===== src/sv/i420cr_pkg.sv =====
// shared types and constants for the i420 chroma relayout mapper
package i420cr_pkg;

  localparam int unsigned OFFSET_W = 25;
  localparam int unsigned BYTE_W   = 8;
  localparam int unsigned DIM_W    = 13;
  localparam int unsigned LAYOUT_W = 2;
  localparam int unsigned CFG_IDX_W = 2;
  localparam int unsigned PROD_W   = 2 * DIM_W;

  localparam logic [DIM_W-1:0] MAX_WIDTH    = 13'd4096;
  localparam logic [DIM_W-1:0] MAX_HEIGHT   = 13'd4096;
  localparam logic [DIM_W-1:0] ROW_ALIGN_M1 = 13'd15;
  localparam logic [DIM_W-1:0] RST_WIDTH    = 13'd1920;
  localparam logic [DIM_W-1:0] RST_HEIGHT   = 13'd1080;
  localparam logic [OFFSET_W-1:0] RST_LUMA  = 25'd2073600;

  localparam logic [LAYOUT_W-1:0] LAYOUT_I420 = 2'd0;
  localparam logic [LAYOUT_W-1:0] LAYOUT_YV12 = 2'd1;
  localparam logic [LAYOUT_W-1:0] LAYOUT_NV12 = 2'd2;

  localparam logic [CFG_IDX_W-1:0] REG_FRAME_WIDTH   = 2'd0;
  localparam logic [CFG_IDX_W-1:0] REG_FRAME_HEIGHT  = 2'd1;
  localparam logic [CFG_IDX_W-1:0] REG_OUTPUT_LAYOUT = 2'd2;

  typedef struct packed {
    logic [OFFSET_W-1:0] src_offset;
    logic [BYTE_W-1:0]   src_byte;
  } in_item_t;

  typedef struct packed {
    logic [OFFSET_W-1:0] dest_offset;
    logic [BYTE_W-1:0]   dest_byte;
    logic                in_frame;
  } out_item_t;

endpackage


===== src/sv/i420_chroma_relayout_mapper.sv =====
// i420 chroma relayout mapper: maps source byte offsets into i420, yv12 or nv12 layout
// pipeline: three register stages (capture, region compares, destination offset) from input transaction to result
// throughput: one transaction per cycle, each stage holds while the stage after it stalls
// reset: synchronous active-low rst_n clears all valid bits and loads 1920 x 1080, i420
// a configuration write takes effect for a transaction accepted on the following cycle
module i420_chroma_relayout_mapper (
  input  logic                                   clk,
  input  logic                                   rst_n,
  input  logic                                   cfg_we,
  input  logic [i420cr_pkg::CFG_IDX_W-1:0]       cfg_index,
  input  logic [i420cr_pkg::DIM_W-1:0]           cfg_wdata,
  input  logic                                   in_valid,
  output logic                                   in_ready,
  input  i420cr_pkg::in_item_t                   in_data,
  output logic                                   out_valid,
  input  logic                                   out_ready,
  output i420cr_pkg::out_item_t                  out_data
);

  localparam int unsigned OW = i420cr_pkg::OFFSET_W;

  logic [i420cr_pkg::DIM_W-1:0]    width_r, height_r;
  logic [i420cr_pkg::LAYOUT_W-1:0] layout_r;
  logic [OW-1:0]                   luma_r, luma_nxt;
  logic [i420cr_pkg::DIM_W-1:0]    w_sat, w_al, h_sat;
  logic [i420cr_pkg::PROD_W-1:0]   prod;
  logic [OW-1:0]                   csize, uv_bound, frame_end;

  // configuration registers
  always_ff @(posedge clk) begin
    if (!rst_n) begin
      width_r  <= i420cr_pkg::RST_WIDTH;
      height_r <= i420cr_pkg::RST_HEIGHT;
      layout_r <= i420cr_pkg::LAYOUT_I420;
    end else if (cfg_we) begin
      case (cfg_index)
        i420cr_pkg::REG_FRAME_WIDTH:   width_r  <= cfg_wdata;
        i420cr_pkg::REG_FRAME_HEIGHT:  height_r <= cfg_wdata;
        i420cr_pkg::REG_OUTPUT_LAYOUT: layout_r <= cfg_wdata[i420cr_pkg::LAYOUT_W-1:0];
        default: ;
      endcase
    end
  end

  // luma plane size, saturated and row aligned
  always_comb begin
    w_sat = (width_r > i420cr_pkg::MAX_WIDTH) ? i420cr_pkg::MAX_WIDTH : width_r;
    h_sat = (height_r > i420cr_pkg::MAX_HEIGHT) ? i420cr_pkg::MAX_HEIGHT : height_r;
    w_al  = (w_sat + i420cr_pkg::ROW_ALIGN_M1) & ~i420cr_pkg::ROW_ALIGN_M1;
    prod  = {{i420cr_pkg::DIM_W{1'b0}}, w_al} * {{i420cr_pkg::DIM_W{1'b0}}, h_sat};
    luma_nxt = prod[OW-1:0];
  end

  always_ff @(posedge clk) begin
    if (!rst_n) begin
      luma_r <= i420cr_pkg::RST_LUMA;
    end else begin
      luma_r <= luma_nxt;
    end
  end

  assign csize     = luma_r >> 2;
  assign uv_bound  = luma_r + csize;
  assign frame_end = luma_r + (luma_r >> 1);

  // pipeline handshake
  logic v1_r, v2_r, v3_r;
  logic s1_rdy, s2_rdy, s3_rdy;

  assign s3_rdy   = !v3_r || out_ready;
  assign s2_rdy   = !v2_r || s3_rdy;
  assign s1_rdy   = !v1_r || s2_rdy;
  assign in_ready = s1_rdy;

  always_ff @(posedge clk) begin
    if (!rst_n) begin
      v1_r <= 1'b0;
      v2_r <= 1'b0;
      v3_r <= 1'b0;
    end else begin
      if (s1_rdy) v1_r <= in_valid;
      if (s2_rdy) v2_r <= v1_r;
      if (s3_rdy) v3_r <= v2_r;
    end
  end

  // stage 1: capture transaction
  logic [OW-1:0]                 s1_off_r;
  logic [i420cr_pkg::BYTE_W-1:0] s1_byte_r;

  always_ff @(posedge clk) begin
    if (s1_rdy && in_valid) begin
      s1_off_r  <= in_data.src_offset;
      s1_byte_r <= in_data.src_byte;
    end
  end

  // stage 2: region compares
  logic [OW-1:0]                 s2_off_r;
  logic [i420cr_pkg::BYTE_W-1:0] s2_byte_r;
  logic                          s2_luma_r, s2_u_r, s2_in_r;
  logic                          lt_luma_nxt, lt_uv_nxt, lt_frame_nxt;

  always_comb begin
    lt_luma_nxt  = s1_off_r < luma_r;
    lt_uv_nxt    = s1_off_r < uv_bound;
    lt_frame_nxt = s1_off_r < frame_end;
  end

  always_ff @(posedge clk) begin
    if (s2_rdy && v1_r) begin
      s2_off_r  <= s1_off_r;
      s2_byte_r <= s1_byte_r;
      s2_luma_r <= lt_luma_nxt;
      s2_u_r    <= lt_uv_nxt;
      s2_in_r   <= lt_frame_nxt;
    end
  end

  // stage 3: destination offset
  logic [OW:0]  add_a, add_b, sum;
  logic         add_sub;
  logic [OW:0]  off2;
  i420cr_pkg::out_item_t out_r, out_nxt;

  always_comb begin
    off2    = {s2_off_r, 1'b0};
    add_a   = {1'b0, s2_off_r};
    add_b   = '0;
    add_sub = 1'b0;
    if (!s2_luma_r) begin
      case (layout_r)
        i420cr_pkg::LAYOUT_YV12: begin
          add_b   = {1'b0, csize};
          add_sub = !s2_u_r;
        end
        i420cr_pkg::LAYOUT_NV12: begin
          add_sub = 1'b1;
          if (s2_u_r) begin
            add_a = off2;
            add_b = {1'b0, luma_r};
          end else begin
            add_a = off2 | {{OW{1'b0}}, 1'b1};
            add_b = {1'b0, frame_end};
          end
        end
        default: ;
      endcase
    end
    sum = add_sub ? (add_a - add_b) : (add_a + add_b);
    out_nxt.dest_offset = s2_in_r ? sum[OW-1:0] : '0;
    out_nxt.dest_byte   = s2_byte_r;
    out_nxt.in_frame    = s2_in_r;
  end

  always_ff @(posedge clk) begin
    if (s3_rdy && v2_r) begin
      out_r <= out_nxt;
    end
  end

  assign out_valid = v3_r;
  assign out_data  = out_r;

endmodule


===== config.mk =====
export PLATFORM = sky130hd
export DESIGN_NAME = i420_chroma_relayout_mapper
export DESIGN_NICKNAME = d
export VERILOG_FILES = /design/src/sv/i420cr_pkg.sv /design/src/sv/i420_chroma_relayout_mapper.sv
export SDC_FILE = /design/constraint.sdc
export NUM_CORES = 1
export LEC_CHECK = 0
export ABC_CLOCK_PERIOD_IN_PS = 8100
export BUFFER_PORTS_ARGS = -buffer_cell sky130_fd_sc_hd__buf_4
export CORE_MARGIN = 4
export CORE_UTILIZATION = 45
export DETAILED_ROUTE_END_ITERATION = 16
export SLEW_MARGIN = 10
export SYNTH_ARGS = -nofsm -noshare
export SYNTH_HDL_FRONTEND = slang
export SYNTH_SLANG_ARGS = --single-unit

===== constraint.sdc =====
create_clock -name clk -period 8.1 [get_ports clk]
set_clock_uncertainty 0.1 [all_clocks]
set_input_delay 1.62 -clock clk [delete_from_list [all_inputs] [get_ports clk]]
set_output_delay 1.62 -clock clk [all_outputs]
set_load 0.005 [all_outputs]

==> results.json, run 1 <==
{
  "status": "finished clean",
  "synth-seq-cells": 155,
  "hp-start": "s2_byte_r[5]",
  "startpoint_type": "register",
  "routed_wl_um": 31940,
  "synth.area.top_cells": "edfxtp_1 22%, ha_1 15%, fa_1 11%",
  "power_leakage_nw": 6.814,
  "grt_pass1_vias": 10950,
  "final_area_sq_um": 15770,
  "place_area_sq_um": 15240,
  "yosys_warnings": 0,
  "slew_viol_final": 0,
  "coreArea_sq_um": 30750,
  "setup_tns_ns": 0,
  "clk_pin_slew_ns": 0.07,
  "nNetsFinal": 1882,
  "worst-path-stages": 20,
  "synth_edf_count": 103,
  "power.density_nw_per_um2": 233.1,
  "start_util_pct": 45.95,
  "period_share_pct": 81.11,
  "hold_violations": 0,
  "holdBufCountCts": 0,
  "cts_root_buf": "clkbuf_16",
  "r2r-start": "width_r[0]",
  "drtAntennaViolNets": 0,
  "cts_tree": "yes",
  "hpwl_um": 25730,
  "fp.dieW_um": 185.2,
  "die_area_sq_um": 34300,
  "reg2reg_slack_ns": 1.53,
  "crit_family": "adder cells",
  "drc": 0,
  "relSlewSlack_pct": 29.61,
  "grt_overflow": 0,
  "synth-seq-area-share_pct": 29.26,
  "drt-vias-per-instance": 5.381,
  "rsz0062_at_grt": "no",
  "num_rows": 64,
  "syn_area_sq_um": 14130,
  "vias": 10720,
  "setup_viol": 0,
  "syn_nets": 1805,
  "post-cts-setup-buffers": 0,
  "cts_buffer_depth": 2,
  "avgSynthCellArea_sq_um": 9.382,
  "cts_repair_resize_count": 0,
  "cp.arrival_ns": 6.80,
  "cp-end-kind": "register",
  "antenna_cells": 0,
  "htreeDepth": 4,
  "critPathBufInv": 2,
  "cap_violations": 0,
  "hold_path_depth": 0,
  "track_usage_pct": 19.23,
  "grt_pass1_wl_um": 53040,
  "synth_top_area_share_pct": 21.89,
  "drive_gt1_share_pct": 12.41,
  "synthFlopType": "edfxtp_1",
  "period_needed_ns": 6.570,
  "clock_latency_ns": 0.45,
  "required_ns": 8.33,
  "irDropWorstVdd_mv": 0.2022,
  "gp_congestion": 0.9239,
  "grt_start_max_net_pins": 53,
  "yosysUniqueCellTypes": 84,
  "clock_sinks": 155,
  "detail_route.first_pass.iterations": 5,
  "die_y_um": 185.2,
  "wire_per_inst_um": 16.03,
  "hold_path.class": "register to register",
  "cp_max_fo": 8,
  "critPathKind": "register to register",
  "synth_top_area_cell": "edfxtp_1",
  "worst_path_most_repeated_cell": "fa_1",
  "numCtsBuffers": 17,
  "r2r-end": "luma_r[24]",
  "cp_slowest_cell": "a31oi_1",
  "fmax_mhz": 152.2,
  "slowest_delay_ns": 0.64,
  "holdPathEnd": "out_data[6]",
  "ios": 89,
  "async_flop_share_pct": 0,
  "synthCells": 1506,
  "ff2ff_path_depth": 20,
  "io_buffers": 88,
  "grt_antenna_before_repair": 0,
  "tightest_slew_ns": 1.056,
  "area_growth_pct": 11.61,
  "path_cells": "or4_1 -> and3_1 -> and3_1 -> and3_1 -> a31oi_1 -> nor2_1 -> fa_1 -> fa_1 -> fa_1 -> inv_1 -> fa_1 -> inv_1 -> ha_1 -> and2_1 -> o21ai_0 -> a31oi_1 -> a211o_1 -> a21oi_1 -> xnor2_1 -> and2_1",
  "drt-initial-drc-count": 435
}
## logic make-up (layout without fill, tap and decap cells)
family / Yosys count / in the layout / synth area share (%)
compound gates: 304 / 304 / 14.96
xor+xnor: 84 / 84 / 5.260
fa+ha+maj: 246 / 246 / 25.98
buf+inv: 184 / 274 / 4.941
flops: 155 / 155 / 29.26
mux: 28 / 28 / 2.179
simple gates: 505 / 505 / 17.42
## how the worst max path moves through the flow
stage               slack [ns]        from    endpoint
floorplan                 2.02  width_r[0]  luma_r[24]
global placement          1.69  width_r[0]  luma_r[24]
detailed placement        1.61  width_r[0]  luma_r[24]
CTS                       1.59  width_r[0]  luma_r[24]
global route              1.21  width_r[0]  luma_r[24]
finish                    1.53  width_r[0]  luma_r[24]
## synthesized netlist by cell type (4+ instances only)
library cell	count
or2_2	15
nor3b_1	5
a211o_1	6
a211oi_1	13
nand2_1	156
o21a_1	12
mux2i_1	6
edfxtp_1	103
o21bai_1	6
a22oi_1	12
nand3_1	30
or3_1	10
nor3_1	34
nor2b_1	35
clkbuf_1	30
xnor2_1	45
xor2_1	38
ha_1	167
a2111oi_0	4
o211ai_1	6
fa_1	79
o21ai_0	61
dfxtp_1	52
nand2b_1	23
buf_1	4
nor2_1	130
o2111ai_1	5
inv_1	143
o31ai_1	7
and3_1	13
buf_2	6
a21boi_0	26
nand4_1	8
a21o_1	24
and2_1	19
a31oi_1	13
a21oi_1	62
nand3b_1	4
mux2_2	22
## final cells by class
cell class              count  area [sq um]
fillers                  2933         14980
multi-input cells        1167          9338
flip-flops and latches    155          4134
repair buffers             98         735.7
inverters                 144         540.5
well taps                 396         495.5
clock buffers              18         429.2
clock inverters            14         96.34
## placed cells by master (no fill, tap or decap), types with 15 or more instances in the layout
cell,count
ha_1,167
nand2_1,156
inv_1,143
nor2_1,130
edfxtp_1,103
buf_4,98
fa_1,79
a21oi_1,62
o21ai_0,61
dfxtp_1,52
xnor2_1,45
xor2_1,38
nor3_1,34
nor2b_1,33
nand3_1,30
a21boi_0,25
a21o_1,24
nand2b_1,23
mux2_2,22
and2_1,19
clkbuf_16,17
or2_2,15
## state kept, by name (all words and copies together) (netlist names), 2 cells and up
| signal | flops |
|---|---|
| s2_byte_r | 8 |
| luma_r | 21 |
| width_r | 13 |
| s1_byte_r | 8 |
| s2_off_r | 25 |
| layout_r | 2 |
| out_data | 34 |
| s1_off_r | 25 |
| height_r | 13 |
## stage by stage
| step | instances | total power, mW | hold slack [ns] | setup WS (ns) | utilization [%] |
|---|---|---|---|---|---|
| 2_1_floorplan | 1506 | 2.531 | 0.3003 | 2.015 | - |
| 3_3_place_gp | 1960 | 2.917 | 0.3008 | 1.694 | 49.57 |
| 3_5_place_dp | 1960 | 2.960 | 0.3045 | 1.608 | 49.57 |
| 4_1_cts | 1992 | 3.704 | 0.3139 | 1.590 | 51.28 |
| 5_1_grt | 1992 | 4.043 | 0.3163 | 1.206 | 51.28 |
| 6_report | 1992 | 3.675 | 0.3092 | 1.530 | 51.28 |
## where the power goes
group | switching [mW] | total, mW | leakage, nW | internal [mW]
combinational | 1.08 | 1.93 | 5.16 | 0.856
sequential | 0.0973 | 1.01 | 1.40 | 0.916
clock | 0.339 | 0.730 | 0.251 | 0.390
## layer usage
layer  share of wire, %  routed length (um)  track usage (%)
met1                 44               14210            23.43
met2                 49               15600            33.77
met4                2.9                 935            7.457
met5                  0                   0                0
met3                3.7                1188            3.555
## worst reg2reg max path, cell delays in order, from the launching register on
cell	delay, ns
dfxtp_1	0.31
or4_1	0.55
and3_1	0.24
and3_1	0.22
and3_1	0.23
a31oi_1	0.64
nor2_1	0.16
fa_1	0.55
fa_1	0.53
fa_1	0.55
inv_1	0.06
fa_1	0.54
inv_1	0.05
ha_1	0.35
and2_1	0.19
o21ai_0	0.26
a31oi_1	0.25
a211o_1	0.30
a21oi_1	0.17
xnor2_1	0.08
and2_1	0.15
(Power assumes the default switching activity.)
==> inputs of run 2 (changes only) <==
ABC_AREA = 1   (was unset)
ABC_CLOCK_PERIOD_IN_PS = 5300   (was 8100)
clock period = 5.3 ns   (was 8.1 ns; I/O delays follow)
==> results.json, run 2 <==
{
  "period_share_pct": 104.9,
  "syn_area_sq_um": 14870,
  "status": "finished, violations left",
  "post-route-util_pct": 56.41,
  "power.density_nw_per_um2": 432.2,
  "yosysMostFrequentCell": "nand2_1",
  "final_common_cell": "nand2_1",
  "nNetsFinal": 2447,
  "final_cell_mix": "395 x nand2_1, 290 x inv_1, 213 x buf_4",
  "numCtsBuffers": 17,
  "syn_nets": 2222,
  "num_rows": 66,
  "cp_slowest_cell": "fa_2",
  "tightest_slew_ns": 1.104,
  "clock_latency_ns": 0.46,
  "antenna_cells": 0,
  "cp.arrival_ns": 5.80,
  "cp-end-kind": "register",
  "synth_top_area_cell": "edfxtp_1",
  "irDropWorstVdd_mv": 0.3515,
  "critPathKind": "register to register",
  "avgSynthCellArea_sq_um": 7.730,
  "synthCells": 1923,
  "p_clk_share_pct": 15.0,
  "synthFlopType": "edfxtp_1",
  "gp_congestion": 0.9202,
  "clock_sinks": 155,
  "netSwitchingFraction_pct": 46.95,
  "cts_buffer_depth": 2,
  "drt-vias-per-instance": 5.134,
  "slowest_delay_ns": 0.54,
  "ios": 89,
  "hpwl_um": 34150,
  "cap_violations": 0,
  "power_leakage_nw": 8.833,
  "largest_reg_flops": 34,
  "synth_edf_count": 103,
  "die_y_um": 189.8,
  "fp.dieW_um": 189.8,
  "start_util_pct": 45.69,
  "htreeDepth": 4,
  "drt-initial-drc-count": 725,
  "intPower_mw": 4.208,
  "rsz0062_at_grt": "yes",
  "required_ns": 5.54,
  "slew_viol_final": 0,
  "period_needed_ns": 5.561,
  "fmax_mhz": 179.8,
  "synth.area.top_cells": "edfxtp_1 21%, ha_1 14%, fa_1 11%",
  "die_area_sq_um": 36010,
  "vias": 13370,
  "setup_viol": 8,
  "hold_path.class": "register to register",
  "drc": 0,
  "clk_pin_slew_ns": 0.07,
  "ys_top_cells_by_count": "414 x nand2_1, 307 x inv_1, 187 x nor2_1",
  "synth-seq-area-share_pct": 27.81,
  "violations": "negative setup slack",
  "synth-seq-cells": 155,
  "synth_top_area_share_pct": 20.81,
  "grt_pass1_wl_um": 68450,
  "hold_violations": 0,
  "fill_cells": 3064,
  "async_flop_share_pct": 0,
  "drtAntennaViolNets": 0,
  "grt_overflow": 0,
  "cp_max_fo": 6,
  "grt_pass1_vias": 13510,
  "combPwrFrac_pct": 65.2,
  "holdBufCountCts": 0,
  "track_usage_pct": 23.74,
  "area_growth_pct": 23.47,
  "detail_route.first_pass.iterations": 5,
  "drive_gt1_share_pct": 21.89,
  "yosys_warnings": 0,
  "seqPwrFrac_pct": 19.8,
  "relSlewSlack_pct": 26.22,
  "wire_per_inst_um": 16.33,
  "grt_antenna_before_repair": 0,
  "setup_tns_ns": -1.420,
  "routed_wl_um": 42500,
  "cts_root_buf": "clkbuf_16",
  "io_buffers": 88,
  "yosysUniqueCellTypes": 61,
  "startpoint_type": "register",
  "p_switching_mw": 3.724,
  "coreArea_sq_um": 32540,
  "cts_tree": "yes",
  "grt_start_max_net_pins": 46,
  "final.setup.worst_slack_ns": -0.2614,
  "reg2reg_slack_ns": -0.26
}
-- run 2: cell count changes in the layout (fill, tap and decap cells not counted), sizes merged, moves of 28 or more --
cell,change
buf,+131
o21ai,+41
inv,+183
a21boi,-28
nor2b,-35
nand3,+55
nor2,+76
a21oi,+99
nand2,+279
xnor2,-30
-- run 2: worst max-delay path: cells and delay by family (launching register included) --
family | cells | cell delay (ns)
and+or+nand+nor | 9 | 1.16
buffers and inverters | 6 | 0.68
adders and majority gates | 5 | 2.22
AOI/OAI and AO/OA | 8 | 0.94
DFF | 1 | 0.34
-- run 2: final cells by class --
type,count,area [sq um],share of cell area [%]
Inverter,324,1241,6.763
Sequential cell,155,4144,22.58
Clock buffer,18,429.2,2.338
Tap cell,442,553.0,3.013
Timing Repair Buffer,229,1804,9.830
Clock inverter,14,131.4,0.7158
Multi-Input combinational cell,1421,10050,54.76
-- run 2: per-stage QoR --
step / std cells / instance area [sq um] / worst slack, ns / hold WS, ns / power, mW
2_1_floorplan: 1923 / 14880 / -0.002335 / 0.3003 / 4.620
3_3_place_gp: 2539 / 16800 / -0.3081 / 0.3010 / 5.836
3_5_place_dp: 2539 / 16800 / -0.4447 / 0.3045 / 5.910
4_1_cts: 2587 / 17840 / -0.1497 / 0.3175 / 7.498
5_1_grt: 2603 / 18350 / -0.5195 / 0.3259 / 8.675
6_report: 2603 / 18350 / -0.2614 / 0.3139 / 7.933
-- run 2: kinds of logic (layout without fill, tap and decap cells) --
logic type               count (synthesis)  in the layout  share of synthesized area (%)
AND/OR/NAND/NOR                        806            806                          23.47
adder cells (fa/ha/maj)                246            246                          24.69
XOR/XNOR                                46             46                          2.710
flip-flops                             155            155                          27.81
buffers and inverters                  347            585                          9.107
AO/OA/AOI/OAI                          323            323                          12.20
-- run 2: worst paths after layout --
path,to,depth (start not counted),start
max,luma_r[23],28,width_r[10]
min,s2_byte_r[2],0,s1_byte_r[2]
max reg2reg,luma_r[23],28,width_r[10]
min reg2reg,s2_byte_r[2],0,s1_byte_r[2]
-- run 2: power groups by stage --
stage | Clock (mW) | Sequential [mW] | Combinational [mW]
after floorplan | 0 | 1.51 | 3.11
after global placement | 0 | 1.59 | 4.25
after detailed placement | 0 | 1.59 | 4.32
after CTS | 1.22 | 1.56 | 4.71
after global routing | 1.27 | 1.57 | 5.83
final | 1.19 | 1.57 | 5.17
-- run 2: per-layer routing --
layer | track usage (%) | part of all wire, % | vias up
met5 | 0 | 0 | -
met4 | 8.765 | 3.8 | 0
met3 | 3.174 | 3.2 | 98
met2 | 41.16 | 48 | 290
met1 | 30.40 | 45 | 6235
li1 | - | - | 6742
-- run 2: what timing repair did --
| item | 4_1_cts | 5_1_grt |
|---|---|---|
| setup endpoints to repair | 11 | 16 |
| pin swaps | 65 | 84 |
| buffers inserted | 15 | 16 |
| resized for setup | 86 | 111 |
| gates cloned | 1 | 0 |
==> inputs of run 3 (changes only) <==
BUFFER_PORTS_ARGS = -buffer_cell sky130_fd_sc_hd__buf_2   (was -buffer_cell sky130_fd_sc_hd__buf_4)
==> results.json, run 3 (synthesis gave the netlist of run 2 again) <==
{
  "status": "finished, violations left",
  "violations": "negative setup slack",
  "cp.arrival_ns": 5.73,
  "area_growth_pct": 21.01,
  "power_leakage_nw": 8.704,
  "drt-initial-drc-count": 721,
  "grt_start_max_net_pins": 46,
  "holdPathEnd": "s2_byte_r[0]",
  "cts_buffer_depth": 2,
  "grt_pass1_vias": 13570,
  "place_ws_ns": -0.4555,
  "rsz0062_at_grt": "yes",
  "clock_latency_ns": 0.44,
  "final_area_sq_um": 17990,
  "startpoint_type": "register",
  "clock_sinks": 155,
  "reg2reg_slack_ns": -0.22,
  "tightest_slew_ns": 1.094,
  "die_area_sq_um": 36010,
  "cap_violations": 0,
  "irDropWorstVdd_mv": 0.3344,
  "cts_tree": "yes",
  "worst_path_most_repeated_cell": "nor2_1",
  "cts_root_buf": "clkbuf_16",
  "nNetsFinal": 2436,
  "start_util_pct": 45.69,
  "place_area_sq_um": 16560,
  "hp-start": "s1_byte_r[0]",
  "hold_path_depth": 0,
  "grt_overflow": 0,
  "r2r-end": "luma_r[18]",
  "vias": 13390,
  "critPathBufInv": 6,
  "final_common_cell": "nand2_1",
  "coreArea_sq_um": 32540,
  "io_buffers": 88,
  "htreeDepth": 4,
  "fmax_mhz": 181.0,
  "hold_violations": 0,
  "drt-vias-per-instance": 5.166,
  "drc": 0,
  "num_rows": 66,
  "wl_met1_um": 18390,
  "met3_length_um": 1583,
  "power.density_nw_per_um2": 434.8,
  "grt_pass1_wl_um": 68360,
  "final.setup.worst_slack_ns": -0.2248,
  "detail_route.first_pass.iterations": 7,
  "clk_pin_slew_ns": 0.08,
  "power.total_mw": 7.822,
  "largest_reg_flops": 34,
  "top_layer_used": "met4",
  "cp_max_fo": 5,
  "gp_congestion": 0.9305,
  "drive_gt1_share_pct": 20.51,
  "cp-end-kind": "register",
  "ff2ff_path_depth": 32,
  "ios": 89,
  "slew_viol_final": 0,
  "track_usage_pct": 23.65,
  "routed_wl_um": 42180,
  "drtAntennaViolNets": 0,
  "period_share_pct": 104.2,
  "critPathKind": "register to register",
  "wl_met2_um": 20480,
  "wire_per_inst_um": 16.27,
  "required_ns": 5.51,
  "crit_family": "adder cells",
  "r2r-start": "width_r[4]",
  "final_cell_mix": "400 x nand2_1, 295 x inv_1, 163 x nor2_1",
  "antenna_cells": 0,
  "grt_antenna_before_repair": 0,
  "slowest_delay_ns": 0.60,
  "period_needed_ns": 5.525,
  "hpwl_um": 34120,
  "fp.dieW_um": 189.8,
  "numCtsBuffers": 17,
  "setup_viol": 9,
  "hold_path.class": "register to register",
  "relSlewSlack_pct": 26.87,
  "die_y_um": 189.8,
  "cp_slowest_cell": "fa_1"
}
run 3: cell types whose count changed in the layout (fill, tap and decap cells not counted), sizes merged:
cell	previous run	this run
buf	229	217
clkinv	6	10
inv	330	328
clkbuf	18	17
clkinvlp	2	1
nand2	436	437
run 3: per-layer routing:
| layer | track usage, % | vias up |
|---|---|---|
| li1 | - | 6731 |
| met1 | 29.70 | 6236 |
| met2 | 41.11 | 325 |
| met3 | 3.119 | 98 |
| met4 | 9.961 | 0 |
| met5 | 0 | - |
run 3: through the flow:
stage	cells	hold WS [ns]	utilization, %	setup TNS, ns
global placement	2536	0.3004	50.90	-1.746
global route	2592	0.3240	55.29	-3.882
floorplan	1923	0.3003	-	-0.002335
finish	2592	0.3189	55.29	-1.062
CTS	2584	0.3228	54.31	-0.6252
detailed placement	2536	0.3052	50.90	-2.871
run 3: repair_timing:
action	in CTS	in global routing
buffers inserted	15	9
hold buffers	0	0
gates cloned	2	0
setup endpoints to repair	11	16
resized for setup	89	67
pin swaps	41	67
run 3: report_power, final:
part | total (mW) | leakage (nW) | internal [mW] | switching, mW
clock | 1.28 | 0.297 | 0.647 | 0.629
sequential | 1.57 | 1.41 | 1.41 | 0.162
combinational | 4.98 | 7.00 | 2.08 | 2.89
run 3: worst max path at each step:
stage	endpoint	start	cells after the start	slack, ns
floorplan	luma_r[23]	width_r[10]	28	-0.002
global placement	luma_r[23]	width_r[10]	29	-0.34
detailed placement	luma_r[23]	width_r[0]	30	-0.46
CTS	luma_r[23]	width_r[10]	28	-0.22
global route	luma_r[23]	width_r[4]	31	-0.52
finish	luma_r[18]	width_r[4]	32	-0.22
run 3: cell type report:
| class | instances | area [sq um] |
|---|---|---|
| Inverter | 324 | 1231 |
| Fill cell | 3123 | 14550 |
| Tap cell | 442 | 553.0 |
| Sequential cell | 155 | 4141 |
| Clock buffer | 17 | 425.4 |
| Multi-Input combinational cell | 1422 | 9978 |
| Clock inverter | 15 | 195.2 |
| Timing Repair Buffer | 217 | 1464 |
